===== config.mk =====
export PLATFORM = sky130hd
export DESIGN_NAME = spiral_index_to_coordinate
export DESIGN_NICKNAME = d
export VERILOG_FILES = /design/src/hw/rtl/sitc_pkg.sv /design/src/hw/rtl/spiral_index_to_coordinate.sv
export SDC_FILE = /design/constraint.sdc
export NUM_CORES = 2
export LEC_CHECK = 0
export BUFFER_PORTS_ARGS = -buffer_cell sky130_fd_sc_hd__buf_2
export CAP_MARGIN = 10
export CORE_MARGIN = 2
export CORE_UTILIZATION = 55
export DETAILED_ROUTE_END_ITERATION = 8
export GPL_ROUTABILITY_DRIVEN = 1
export PLACE_DENSITY = 0.72
export SETUP_SLACK_MARGIN = 0.1
export SLEW_MARGIN = 40
export SYNTH_ARGS = -nofsm -noshare
export SYNTH_HDL_FRONTEND = slang
export SYNTH_SLANG_ARGS = --single-unit

===== constraint.sdc =====
create_clock -name clk -period 11.85 [get_ports clk]
set_input_delay 0.5925 -clock clk [delete_from_list [all_inputs] [get_ports clk]]
set_output_delay 0.5925 -clock clk [all_outputs]
set_load 0.02 [all_outputs]

===== src/hw/rtl/sitc_pkg.sv =====
// Package for the spiral index to coordinate block: step codes, control word and microcode ROM.
package sitc_pkg;

  // Field widths
  localparam int unsigned DIM_W  = 16;
  localparam int unsigned POS_W  = 32;
  localparam int unsigned LEFT_W = 18;
  localparam int unsigned PC_W   = 4;

  // Program steps
  localparam logic [PC_W-1:0] ST_IDLE = 4'd0;
  localparam logic [PC_W-1:0] ST_MRC  = 4'd1;
  localparam logic [PC_W-1:0] ST_CHK  = 4'd2;
  localparam logic [PC_W-1:0] ST_TEST = 4'd3;
  localparam logic [PC_W-1:0] ST_MMID = 4'd4;
  localparam logic [PC_W-1:0] ST_CMP  = 4'd5;
  localparam logic [PC_W-1:0] ST_MK   = 4'd6;
  localparam logic [PC_W-1:0] ST_LEFT = 4'd7;
  localparam logic [PC_W-1:0] ST_EMIT = 4'd8;

  // Wait conditions: hold the step until the channel is ready
  localparam logic [1:0] W_NONE = 2'd0;
  localparam logic [1:0] W_IN   = 2'd1;
  localparam logic [1:0] W_OUT  = 2'd2;

  // Multiplier operand selects: (rows - 2x) * (cols - 2x)
  localparam logic [1:0] MUL_NONE = 2'd0;
  localparam logic [1:0] MUL_RC   = 2'd1;
  localparam logic [1:0] MUL_MID  = 2'd2;
  localparam logic [1:0] MUL_K    = 2'd3;

  // Datapath operations
  localparam logic [2:0] OP_NOP    = 3'd0;
  localparam logic [2:0] OP_LOAD   = 3'd1;
  localparam logic [2:0] OP_CHECK  = 3'd2;
  localparam logic [2:0] OP_MID    = 3'd3;
  localparam logic [2:0] OP_UPDATE = 3'd4;
  localparam logic [2:0] OP_LEFT   = 3'd5;
  localparam logic [2:0] OP_EMIT   = 3'd6;

  // Jump conditions: taken goes to target, otherwise to the next step
  localparam logic [1:0] C_NEXT     = 2'd0;
  localparam logic [1:0] C_ALWAYS   = 2'd1;
  localparam logic [1:0] C_OOR      = 2'd2;
  localparam logic [1:0] C_LO_GT_HI = 2'd3;

  typedef struct packed {
    logic [1:0]      wait_on;
    logic [1:0]      mul_sel;
    logic [2:0]      op;
    logic [1:0]      cond;
    logic [PC_W-1:0] target;
  } ucode_t;

  // Control store
  function automatic ucode_t ucode_rom(input logic [PC_W-1:0] pc);
    ucode_t uw;
    case (pc)
      ST_IDLE: uw = '{W_IN,   MUL_NONE, OP_LOAD,   C_NEXT,     ST_IDLE};
      ST_MRC:  uw = '{W_NONE, MUL_RC,   OP_NOP,    C_NEXT,     ST_IDLE};
      ST_CHK:  uw = '{W_NONE, MUL_NONE, OP_CHECK,  C_OOR,      ST_EMIT};
      ST_TEST: uw = '{W_NONE, MUL_NONE, OP_MID,    C_LO_GT_HI, ST_MK};
      ST_MMID: uw = '{W_NONE, MUL_MID,  OP_NOP,    C_NEXT,     ST_IDLE};
      ST_CMP:  uw = '{W_NONE, MUL_NONE, OP_UPDATE, C_ALWAYS,   ST_TEST};
      ST_MK:   uw = '{W_NONE, MUL_K,    OP_NOP,    C_NEXT,     ST_IDLE};
      ST_LEFT: uw = '{W_NONE, MUL_NONE, OP_LEFT,   C_NEXT,     ST_IDLE};
      ST_EMIT: uw = '{W_OUT,  MUL_NONE, OP_EMIT,   C_ALWAYS,   ST_IDLE};
      default: uw = '{W_NONE, MUL_NONE, OP_NOP,    C_ALWAYS,   ST_IDLE};
    endcase
    return uw;
  endfunction

endpackage


===== src/hw/rtl/spiral_index_to_coordinate.sv =====
// Top level of the spiral index to coordinate block: microcoded search and output register.
//
//  channel | dir | handshake           | payload
//  in_     | in  | in_tvalid/in_tready | tdata: rows, cols, position
//  out_    | out | out_tvalid/out_tready | tdata: row, column; tuser: out_of_range
//
// An item is handled by a binary search over ring numbers, each iteration taking a
// midpoint, a multiply and a compare step; an out-of-range position goes from the
// check step straight to the emit step. A single 16x16 multiplier is shared by the
// rows*cols, midpoint and final-ring multiplies. A new item is taken only at the idle step.
// Synchronous active-low reset returns the sequencer to its idle step and empties the
// output register. A waiting result does not block: the sequencer stalls only at its
// final step when the output register is still full.
module spiral_index_to_coordinate
  import sitc_pkg::*;
(
  input  logic        clk,
  input  logic        rst_n,
  input  logic        in_tvalid,
  output logic        in_tready,
  input  logic [63:0] in_tdata,   // rows[15:0], cols[31:16], position[63:32]
  output logic        out_tvalid,
  input  logic        out_tready,
  output logic [31:0] out_tdata,  // row[15:0], column[31:16]
  output logic        out_tuser   // out_of_range[0]
);

  // Sequencer and datapath registers
  logic [PC_W-1:0]   pc_r, pc_nxt;
  logic [DIM_W-1:0]  rows_r, cols_r;
  logic [POS_W-1:0]  pos_r;
  logic [POS_W-1:0]  prod_r, rc_r;
  logic [DIM_W-1:0]  lo_r, hi_r, mid_r, k_r;
  logic              oor_r;
  logic [LEFT_W-1:0] left_r;
  logic [DIM_W-1:0]  h_r, w_r;
  logic              out_valid_r;
  logic [31:0]       out_data_r;
  logic              out_user_r;

  ucode_t            uw;
  logic              stall;
  logic              taken;
  logic              oor_now;
  logic              lo_gt_hi;
  logic [DIM_W-1:0]  mul_x, mul_a, mul_b;
  logic [DIM_W-1:0]  tmin;
  logic [POS_W-1:0]  cb;
  logic              out_busy;

  // Side selection signals
  logic [LEFT_W-1:0] kx, hx, wx, rx, cx;
  logic [LEFT_W-1:0] lim_right, lim_bottom;
  logic [LEFT_W-1:0] row_calc, col_calc;

  // Decode the current control word
  assign uw       = ucode_rom(pc_r);
  assign out_busy = out_valid_r && !out_tready;
  assign in_tready = (pc_r == ST_IDLE);

  always_comb begin
    case (uw.wait_on)
      W_IN:    stall = !in_tvalid;
      W_OUT:   stall = out_busy;
      default: stall = 1'b0;
    endcase
  end

  // Range check against rows*cols held in the product register
  assign oor_now  = (pos_r == '0) || (rows_r == '0) || (cols_r == '0) || (pos_r > prod_r);
  assign lo_gt_hi = (lo_r > hi_r);

  always_comb begin
    case (uw.cond)
      C_ALWAYS:   taken = 1'b1;
      C_OOR:      taken = oor_now;
      C_LO_GT_HI: taken = lo_gt_hi;
      default:    taken = 1'b0;
    endcase
  end

  // Advance the step counter, or jump, or hold on a wait
  always_comb begin
    if (stall) begin
      pc_nxt = pc_r;
    end else if (taken) begin
      pc_nxt = uw.target;
    end else begin
      pc_nxt = pc_r + 1'b1;
    end
  end

  always_ff @(posedge clk) begin
    if (!rst_n) begin
      pc_r <= ST_IDLE;
    end else begin
      pc_r <= pc_nxt;
    end
  end

  // Multiplier operands: sub-grid inside ring x
  always_comb begin
    case (uw.mul_sel)
      MUL_MID: mul_x = mid_r;
      MUL_K:   mul_x = k_r;
      default: mul_x = '0;
    endcase
  end

  assign mul_a = rows_r - {mul_x[DIM_W-2:0], 1'b0};
  assign mul_b = cols_r - {mul_x[DIM_W-2:0], 1'b0};
  assign tmin  = (rows_r < cols_r) ? rows_r : cols_r;
  assign cb    = rc_r - prod_r;

  always_ff @(posedge clk) begin
    if (uw.mul_sel != MUL_NONE) begin
      prod_r <= POS_W'(mul_a) * POS_W'(mul_b);
    end
  end

  // Datapath operations
  always_ff @(posedge clk) begin
    if (!stall) begin
      case (uw.op)
        OP_LOAD: begin
          rows_r <= in_tdata[15:0];
          cols_r <= in_tdata[31:16];
          pos_r  <= in_tdata[63:32];
        end
        OP_CHECK: begin
          rc_r  <= prod_r;
          oor_r <= oor_now;
          lo_r  <= '0;
          hi_r  <= (tmin - 1'b1) >> 1;
          k_r   <= '0;
        end
        OP_MID: begin
          mid_r <= lo_r + ((hi_r - lo_r) >> 1);
        end
        OP_UPDATE: begin
          if (cb < pos_r) begin
            k_r  <= mid_r;
            lo_r <= mid_r + 1'b1;
          end else begin
            hi_r <= mid_r - 1'b1;
          end
        end
        OP_LEFT: begin
          left_r <= LEFT_W'(pos_r - cb);
          h_r    <= rows_r - {k_r[DIM_W-2:0], 1'b0};
          w_r    <= cols_r - {k_r[DIM_W-2:0], 1'b0};
        end
        default: begin
        end
      endcase
    end
  end

  // Pick the side of the ring and form the coordinate
  assign kx = {2'b00, k_r};
  assign hx = {2'b00, h_r};
  assign wx = {2'b00, w_r};
  assign rx = {2'b00, rows_r};
  assign cx = {2'b00, cols_r};
  assign lim_right  = wx + hx - 1'b1;
  assign lim_bottom = {wx[LEFT_W-2:0], 1'b0} + hx - 2'd2;

  always_comb begin
    if (h_r == 16'd1) begin
      row_calc = kx + 1'b1;
      col_calc = kx + left_r;
    end else if (w_r == 16'd1) begin
      row_calc = kx + left_r;
      col_calc = kx + 1'b1;
    end else if (left_r <= wx) begin
      row_calc = kx + 1'b1;
      col_calc = kx + left_r;
    end else if (left_r <= lim_right) begin
      row_calc = kx + 1'b1 + (left_r - wx);
      col_calc = cx - kx;
    end else if (left_r <= lim_bottom) begin
      row_calc = rx - kx;
      col_calc = cx - kx - (left_r - lim_right);
    end else begin
      row_calc = rx - kx - (left_r - lim_bottom);
      col_calc = kx + 1'b1;
    end
  end

  // Output register: load on emit, drop on transfer
  always_ff @(posedge clk) begin
    if (!rst_n) begin
      out_valid_r <= 1'b0;
    end else if ((uw.op == OP_EMIT) && !stall) begin
      out_valid_r <= 1'b1;
    end else if (out_tready) begin
      out_valid_r <= 1'b0;
    end
  end

  always_ff @(posedge clk) begin
    if ((uw.op == OP_EMIT) && !stall) begin
      out_user_r <= oor_r;
      if (oor_r) begin
        out_data_r <= '0;
      end else begin
        out_data_r <= {col_calc[DIM_W-1:0], row_calc[DIM_W-1:0]};
      end
    end
  end

  assign out_tvalid = out_valid_r;
  assign out_tdata  = out_data_r;
  assign out_tuser  = out_user_r;

`ifndef SYNTH
  // An accepted item starts the program at the rows*cols multiply
  assert property (@(posedge clk) disable iff (!rst_n)
    (in_tvalid && in_tready) |=> (pc_r == ST_MRC))
    else $error("sequencer did not start after input transfer");

  // The step counter stays inside the program
  assert property (@(posedge clk) disable iff (!rst_n)
    (pc_r <= ST_EMIT))
    else $error("step counter outside program");

  // Search bounds never cross by more than one
  assert property (@(posedge clk) disable iff (!rst_n)
    (pc_r == ST_TEST) |-> ({1'b0, lo_r} <= {1'b0, hi_r} + 17'd1))
    else $error("search bounds crossed");

  // An in-range result carries a 1-based coordinate
  assert property (@(posedge clk) disable iff (!rst_n)
    (out_valid_r && !out_user_r) |-> ((out_data_r[15:0] != '0) && (out_data_r[31:16] != '0)))
    else $error("in-range result with zero coordinate");

  // A result emitted while the output register is busy would be lost
  assert property (@(posedge clk) disable iff (!rst_n)
    ((pc_r == ST_EMIT) && out_valid_r && !out_tready) |=> (pc_r == ST_EMIT))
    else $error("result emitted over a waiting result");
`endif

endmodule

==> implementation parameters <==
Parameter                              Value

Clock network
  Clock buffer count from CTS    36
  Root Buffer Master    sky130_fd_sc_hd__clkbuf_16
  Clock transition at path regs    80 ps
  Hold-fix buffers at CTS    0
  H-tree Lvls    2
  Clock net sink count    294
  TritonCTS clock tree    done
  Clock Latency Late Sink    590 ps
  Number of setup buffers added after CTS    0
  Post-CTS sizing    0
  Maximum root-to-sink buffer count    3

Yosys
  Cell count after synthesis    4,130
  Count leader, synth    sky130_fd_sc_hd__inv_1
  Primary FF master, synth    sky130_fd_sc_hd__edfxtp_1
  Fraction of synthesis flops using an asynchronous set or reset pin    0
  Seq/Total Area, Yosys    0.231
  Flip-flop and latch count after synthesis    294
  Biggest area contributors in the synthesized netlist    sky130_fd_sc_hd__edfxtp_1, sky130_fd_sc_hd__ha_1, sky130_fd_sc_hd__fa_1, sky130_fd_sc_hd__inv_1, sky130_fd_sc_hd__xnor2_1
  Post-Syn Area per Cell    9.08 µm²
  Top cell types by occurrence after synthesis    sky130_fd_sc_hd__inv_1, sky130_fd_sc_hd__ha_1, sky130_fd_sc_hd__nor2_1
  Cell taking the most area after synthesis    sky130_fd_sc_hd__edfxtp_1
  Post-synth EDFFs    276
  Post-Syn Area    0.0375 mm²
  Count of unique library cells instantiated by Yosys    92
  Top cell type's share of synthesized area    0.221
  Yosys Warn Count    0
  Post-Synthesis Net Count    5,016

Job
  Number of max-cap violations    0

Layout
  Area of the multi-input gates    0.0263 mm²
  Count of nets after finishing    5,117
  Layout fillers    5,821
  Area overhead of the layout relative to synthesis    7.89%
  Share of layout cells above drive strength 1    0.0674
  Diodes inserted    0
  Sequential standard cell area    0.00865 mm²

Timing
  Transition time of the tightest slew-check pin    886 ps
  Setup-violating endpoint count in the final report    0
  Unrepaired setup endpoints after global routing    false
  Share of the clock period used by the worst path after layout    0.857
  Count of final hold-check violations    0
  Max Fclk    98.4 MHz
  Max-slew violation count    0
  Headroom to the max-slew limit    0.408
  Minimum period implied by the final worst setup slack    10,160 ps
  Setup tns final    0 ps
  Worst Clk Skew    40.6 ps

Routing
  Detailed-route wire length    106 mm
  Post-DR vias/cell    5.91
  Initial drt markers    2,744
  Total vias in the final route    30,300
  Final ANT Viol Nets    0
  Drt wl/cell    20.7 µm
  DR DRC count    0
  Count of TritonRoute iterations in the first routing pass    6

Die
  Initial Util    0.557
  X dimension of the die    265 µm
  Core footprint    0.0673 mm²
  Die Y    265 µm
  Standard-cell row count    95
  Total die area    0.0703 mm²
  I/O pin count    103

Global route
  Sum of overflow across all layers after global routing    0
  Global-route wire length before repair    164 mm
  GRT Util Overall    0.300
  Via count of the first global-routing pass    29,400
  Number of antenna violations at the first check in global routing    0
  Pin count of the biggest net entering global routing    65

Placement
  Port Buf Inserts    102
  Last weighted congestion value of the routability-driven placer    0.996
  Detailed placer's ending HPWL    86.1 mm

Critical path
  Cell type with the highest occurrence count on the critical path    sky130_fd_sc_hd__fa_1
  Critical path fanouts, max    19
  Crit path DAT    10,460 ps
  CP Class    flop to flop
  Launch point of the worst reg-to-reg path    uw[9]
  Crit path max-delay cell type    sky130_fd_sc_hd__dfxtp_1
  Stage delay of the slowest cell on the critical path    780 ps
  Required time worst endpoint    12,150 ps
  CP startpoint    uw[9]
  Critical path endpoint category    flop
  Sort of element at the start of the critical path    flop

Worst hold path
  Hold_sp    in_tdata[6]
  Hold/Removal Path Class    primary input to flop

Status
  Status    finished clean
-- layer usage --
metal	global-route usage	vias to the layer above	part of all wire	wire (µm)
li1	-	14400	-	-
met1	0.396	14500	0.42	44300
met2	0.496	1161	0.46	49200
met3	0.0466	260	0.075	7950
met4	0.123	0	0.044	4630
met5	0	-	0	0
-- sequential cells by signal, summed over array words and instances, names as in the netlist, 18 cells and up --
register   cells
out_tdata     32
pos_r         32
prod_r        32
rc_r          32
left_r        18
-- kinds of logic (layout without fill, tap and decap cells) --
kind of cell / count (synthesis) / in the layout / synth area share
mux: 40 / 40 / 0.0113
fa+ha+maj: 818 / 818 / 0.324
buf+inv: 716 / 843 / 0.0722
flops: 294 / 294 / 0.231
simple gates: 1134 / 1134 / 0.148
compound gates: 820 / 820 / 0.142
xor+xnor: 308 / 308 / 0.0720
-- worst max-delay path: cells and delay by family (launching register included) --
family                   cells  cell delay [ps]
adder cells (fa/ha/maj)      9             4140
AO/OA/AOI/OAI               13             3460
flip-flops                   1              780
AND/OR/NAND/NOR              5              570
buffers and inverters        4              380
XOR/XNOR                     2              280
multiplexers                 1              260
-- path summary, 6_finish.rpt --
check | endpoint | slack (ps) | cells after the start
min | rows_r[6] | 180 | 1
max | prod_r[29] | 1690 | 34
max reg2reg | prod_r[29] | 1690 | 34
min reg2reg | rc_r[4] | 450 | 0
-- area by class of cell --
class | count | share of cell area
Tap cell | 873 | 0.0270
Sequential cell | 294 | 0.214
Timing Repair Buffer | 141 | 0.0205
Clock buffer | 39 | 0.0226
Clock inverter | 25 | 0.00644
Inverter | 638 | 0.0592
Multi-Input combinational cell | 3120 | 0.650
-- metrics by stage --
step | hold slack [ps] | instance area [µm²] | util | worst slack (ps) | cells
after CTS | 170 | 40400 | 0.601 | 1700 | 5129
after detailed placement | 434 | 39200 | 0.583 | 1830 | 5065
after floorplan | 424 | 37500 | - | 2770 | 4130
after global placement | 431 | 39100 | 0.581 | 2140 | 5064
after global routing | 184 | 40400 | 0.601 | 941 | 5130
final | 181 | 40400 | 0.601 | 1690 | 5130
-- layout by cell type, fill, tap and decap left out, drive strengths merged, types with 20 or more instances in the layout --
| cell | netlist | final |
|---|---|---|
| inv | 637 | 640 |
| ha | 566 | 566 |
| nor2 | 303 | 303 |
| nand2 | 283 | 283 |
| edfxtp | 276 | 276 |
| fa | 252 | 252 |
| a21oi | 234 | 234 |
| xnor2 | 206 | 206 |
| o21ai | 170 | 170 |
| buf | 16 | 141 |
| nor3 | 103 | 103 |
| xor2 | 102 | 102 |
| a21o | 90 | 90 |
| nand3 | 74 | 74 |
| and2 | 62 | 62 |
| nand2b | 61 | 61 |
| nor2b | 52 | 52 |
| a211oi | 52 | 52 |
| clkbuf | 62 | 39 |
| and3 | 37 | 37 |
| o21bai | 36 | 36 |
| nor4 | 36 | 36 |
| o21a | 35 | 35 |
| nand4 | 32 | 32 |
| or3 | 30 | 30 |
| o211ai | 25 | 25 |
| a31oi | 24 | 24 |
| mux2i | 22 | 22 |
| or2 | 20 | 20 |
Power is not shown: default switching activity piles up to over one toggle a cycle in this logic, so the estimate is an artifact.
